## src/rtl/wost_pkg.sv

```systemverilog
// ----------------------------------------------------------------------------
// wost_pkg: working order slot tracker package
// Shared codes, item and slot record types and the default table depth.
// ----------------------------------------------------------------------------
package wost_pkg;

  localparam int SLOTS_DEF = 64;
  localparam logic [62:0] STALE_AGE_RST = 63'd5000000000;

  typedef enum logic [1:0] {
    OP_PLACE    = 2'd0,
    OP_FEEDBACK = 2'd1,
    OP_UPDATE   = 2'd2,
    OP_SWEEP    = 2'd3
  } op_t;

  typedef enum logic [2:0] {
    FB_ACCEPTED     = 3'd0,
    FB_REJECTED     = 3'd1,
    FB_RATE_LIMITED = 3'd2,
    FB_UNAVAILABLE  = 3'd3,
    FB_TIMEOUT      = 3'd4,
    FB_CANCEL_DONE  = 3'd5
  } fb_t;

  typedef enum logic [2:0] {
    ST_LIVE     = 3'd0,
    ST_PARTIAL  = 3'd1,
    ST_FILLED   = 3'd2,
    ST_CANCELED = 3'd3,
    ST_FAILED   = 3'd4,
    ST_OTHER    = 3'd5
  } st_t;

  typedef enum logic [1:0] {
    OC_APPLIED  = 2'd0,
    OC_FULL     = 2'd1,
    OC_NO_MATCH = 2'd2,
    OC_IGNORED  = 2'd3
  } outcome_t;

  typedef enum logic [2:0] {
    S_CLEAR,
    S_IDLE,
    S_SCAN,
    S_RESOLVE,
    S_FETCH,
    S_MODIFY,
    S_FINISH
  } state_t;

  typedef struct packed {
    logic [1:0]  operation;
    logic [63:0] client_key;
    logic [63:0] exchange_key;
    logic [63:0] asset_key;
    logic        order_side;
    logic [31:0] limit_price;
    logic [31:0] order_qty;
    logic [31:0] cumulative_fill;
    logic [2:0]  feedback_kind;
    logic [2:0]  order_status;
    logic [62:0] event_time;
    logic [7:0]  quote_level;
  } item_t;

  typedef struct packed {
    logic        used;
    logic [63:0] client;
    logic [63:0] exchange;
    logic [63:0] asset;
    logic        side;
    logic [31:0] price;
    logic [31:0] size;
    logic [31:0] filled;
    logic [62:0] sent_time;
    logic        live;
    logic        pending;
    logic [7:0]  level;
  } slot_rec_t;

  // per-slot compare results of one scan step
  typedef struct packed {
    logic free;
    logic client_hit;
    logic exch_hit;
    logic shape_hit;
    logic stale;
  } eval_t;

endpackage

```

## src/rtl/wost_slot_eval.sv

```systemverilog
// ----------------------------------------------------------------------------
// wost_slot_eval: slot compare unit
// Matches one slot record against the held item: free, id hits, shape
// candidate against the oldest so far, and staleness.
// ----------------------------------------------------------------------------
module wost_slot_eval import wost_pkg::*; (
  input  slot_rec_t   rec,
  input  item_t       item,
  input  logic [62:0] stale_age,
  input  logic        shape_found,
  input  logic [62:0] oldest,
  output eval_t       ev
);

  logic [62:0] age;

  // age of a pending order at the tick time
  assign age = item.event_time - rec.sent_time;

  always_comb begin
    ev.free       = !rec.used;
    ev.client_hit = rec.used && (item.client_key != '0) && (rec.client == item.client_key);
    ev.exch_hit   = rec.used && (item.exchange_key != '0) &&
                    (rec.exchange == item.exchange_key);
    ev.shape_hit  = rec.used && (rec.exchange == '0) && (item.asset_key != '0) &&
                    (rec.asset == item.asset_key) && (rec.side == item.order_side) &&
                    ((item.limit_price == '0) || (rec.price == item.limit_price)) &&
                    (!shape_found || (rec.sent_time <= oldest));
    ev.stale      = rec.used && rec.pending && (rec.sent_time != '0) &&
                    (item.event_time > rec.sent_time) && (age > stale_age);
  end

endmodule

```

## config.mk

```make
export PLATFORM = sky130hd
export DESIGN_NAME = wost_slot_eval
export DESIGN_NICKNAME = d
export VERILOG_FILES = /design/src/rtl/wost_pkg.sv /design/src/rtl/wost_slot_eval.sv
export SDC_FILE = /design/constraint.sdc
export NUM_CORES = 1
export LEC_CHECK = 0
export BUFFER_PORTS_ARGS = -buffer_cell sky130_fd_sc_hd__buf_2
export CAP_MARGIN = 0
export CORE_AREA = 10 10 324 326
export DETAILED_ROUTE_END_ITERATION = 10
export DIE_AREA = 0 0 334 336
export SETUP_SLACK_MARGIN = 0.02
export SLEW_MARGIN = 10
export SYNTH_ARGS = -nofsm -noshare
export SYNTH_HDL_FRONTEND = slang
export SYNTH_SLANG_ARGS = --single-unit
```

## constraint.sdc

```tcl
create_clock -name vclk -period 14.61
set_clock_uncertainty 0.05 [all_clocks]
set_input_delay 2.1915 -clock vclk [all_inputs]
set_output_delay 2.1915 -clock vclk [all_outputs]
set_load 0.03 [all_outputs]
```

==> results_dict.tcl <==
set metrics [dict create \
    hp-class "in2out" \
    dr_total_vias 15200 \
    fin_ws_ps 4620 \
    antenna_found_initial 130 \
    finalCritPeriodShare_pct 68.4 \
    fin_total_pwr_mw 0.582 \
    drive_above_1_share_pct 33.5 \
    crit_fanout 4 \
    fill_cells 11500 \
    grt_max_degree 10 \
    critPathArrivalTime_ps 7750 \
    slowest_delay_ps 470 \
    syn-num-nets 2568 \
    die_area_mm2 0.112 \
    grt_usage_pct 17.6 \
    cp_cell_sequence "buf_2, inv_1, ha_1, nor2b_1, o2111a_1, o21ai_2, a211oi_1, o21ai_1, o211ai_1, a31oi_2, o21ba_2, o221ai_2, a21oi_1, xnor2_1, ha_1, nand4_1, nor4_1, buf_4, nand4_1, nor3_1, a221o_1, o31ai_1, a21oi_1, buf_2" \
    cts_hold_buffers 0 \
    ios 863 \
    cp_num_buf_inv 4 \
    cap_violations 0 \
    drc 0 \
    worst_pin_slew_ps 985 \
    max_clock_freq_mhz 100 \
    startpoint_type "input port" \
    gr-total-overflow 0 \
    dr.pass1.iters 5 \
    synthCells 1520 \
    rsz0062_at_grt "no" \
    yosys.area.top_type "ha_1" \
    post_drt_wl_per_cell_um 29.9 \
    post-route-min-period_ps 9990 \
    avgViaCountPerCell 4.34 \
    place.gp.congestion 0.994 \
    power_density_mw_per_mm2 37.4 \
    power_leakage_nw 8.06 \
    preCtsSetupSlack_ps 4740 \
    seq_area_um2 0 \
    grt_pass1_vias 15500 \
    crit_type "in2out" \
    setup_viol 0 \
    setup_tns_ps 0 \
    grt_pass1_wl_um 135000 \
    drt_iter0_markers 1051 \
    nets 3255 \
    die_h_um 336 \
    dpl_cell_area_mm2 0.0155 \
    drv_slew 0 \
    cts_resized 0 \
    slowest_stage "o211ai_1" \
    yosys_warnings 0 \
    crit_family "compound AO/OA/AOI/OAI gates" \
    start_util_pct 10.6 \
    ys_top_cells_by_area "ha_1, xnor2_1, inv_1" \
    seq_cell_count 0 \
    irDropWorstVdd_mv 0.0129 \
    synth_area_per_cell_um2 6.86 \
    finalHoldViolCount 0 \
    synth.cell_area_mm2 0.0104 \
    std_cell_rows 115 \
    max_slew_margin_pct 33.7 \
    status "complete, no violations" \
    required_ps 12370 \
    coreArea_mm2 0.0981 \
    nClkBuffers 0 \
    crit_path_end_kind "primary output" \
    ys_seq_area_share_pct 0 \
    ant_nets 0 \
    hpwl_um 100000 \
    wl_um 105000 \
    die_w_um 334 \
    area_growth_pct 49.1 \
    post-cts-setup-buffers 0 \
    synth_top_cell_area_share_pct 22.7 \
    yosys.cell_types.count 61 \
    design_area_mm2 0.0156 \
    numPortBuffers 710 \
]
[per-stage QoR]
step / hold WS, ps / cells / util [%]
6_report: 4770 / 3507 / 15.8
3_5_place_dp: 4780 / 3492 / 15.8
4_1_cts: 4780 / 3492 / 15.8
3_3_place_gp: 4780 / 3492 / 15.8
2_1_floorplan: 4440 / 1520 / -
5_1_grt: 4790 / 3497 / 15.8
[cell type report]
type	count	area (um2)	share of cell area [%]
Multi-Input combinational cell	1228	9330	60.0
Timing Repair Buffer	715	3590	23.1
Tap cell	1287	1610	10.4
Inverter	262	983	6.32
Antenna cell	15	37.5	0.241
[synth_stat cells (10+ instances only)]
cell type and count:
ha_1 189, xnor2_1 123, nor2_1 60, o21ai_0 54
o22ai_1 20, nor2b_1 11, clkbuf_1 29, nand4_1 111
xor2_1 110, inv_1 262, nor3_1 16, a21oi_1 99
o21bai_1 11, a211oi_1 12, nor4_1 129, nand2_1 51
a221oi_1 10, a21o_1 88, nand3_1 18
[path summary, 6_finish.rpt]
kind	depth (start not counted)	startpoint	endpoint	slack, ps
worst max-delay path	24	rec[11]	ev[0]	4620
worst min-delay path	5	rec[345]	ev[3]	4770
[report_power, final]
| group | switching, mW | internal (mW) | leakage [nW] |
|---|---|---|---|
| clock network | 0 | 0.000000131 | 0.0000981 |
| logic | 0.336 | 0.246 | 8.06 |
| registers | 0 | 0 | 0 |
| total | 0.336 | 0.246 | 8.06 |
[cell usage in the layout (no fill, tap or decap), types with 4 or more instances in the layout]
master     count
nand2_1       51
a21oi_1       99
ha_1         189
nand3_1       18
nor3_1        16
buf_2        710
or3_1          5
a221oi_1      10
nand4_1      111
nand2b_1       8
o21ai_1        5
o2bb2ai_1      5
nor2b_1       11
o21ai_0       54
o22ai_1       20
o21a_1         6
a22oi_1        9
a31oi_1        9
a21o_1        88
diode_2       15
nor2_1        60
o31ai_1        6
buf_4          5
o211ai_1       6
xor2_1       110
a221oi_2       4
a211oi_1      12
o21bai_1      11
inv_1        262
nor4_1       129
xnor2_1      123
[cell families after synthesis]
| kind of cell | count (synthesis) | share of synthesized area (%) |
|---|---|---|
| XOR/XNOR | 233 | 19.6 |
| AO/OA/AOI/OAI | 378 | 24.2 |
| adder cells (fa/ha/maj) | 190 | 22.9 |
| AND/OR/NAND/NOR | 427 | 22.8 |
| buffers and inverters | 292 | 10.5 |
[per-layer routing]
metal  global-route usage [%]  vias up  wire length, um
li1                         -     6961                -
met1                     17.6     6998            35400
met2                     33.5      875            53500
met3                     7.66      268            12200
met4                     3.35      110             3000
met5                        0        -              705
Note: power is estimated with default switching activity, not from simulation.
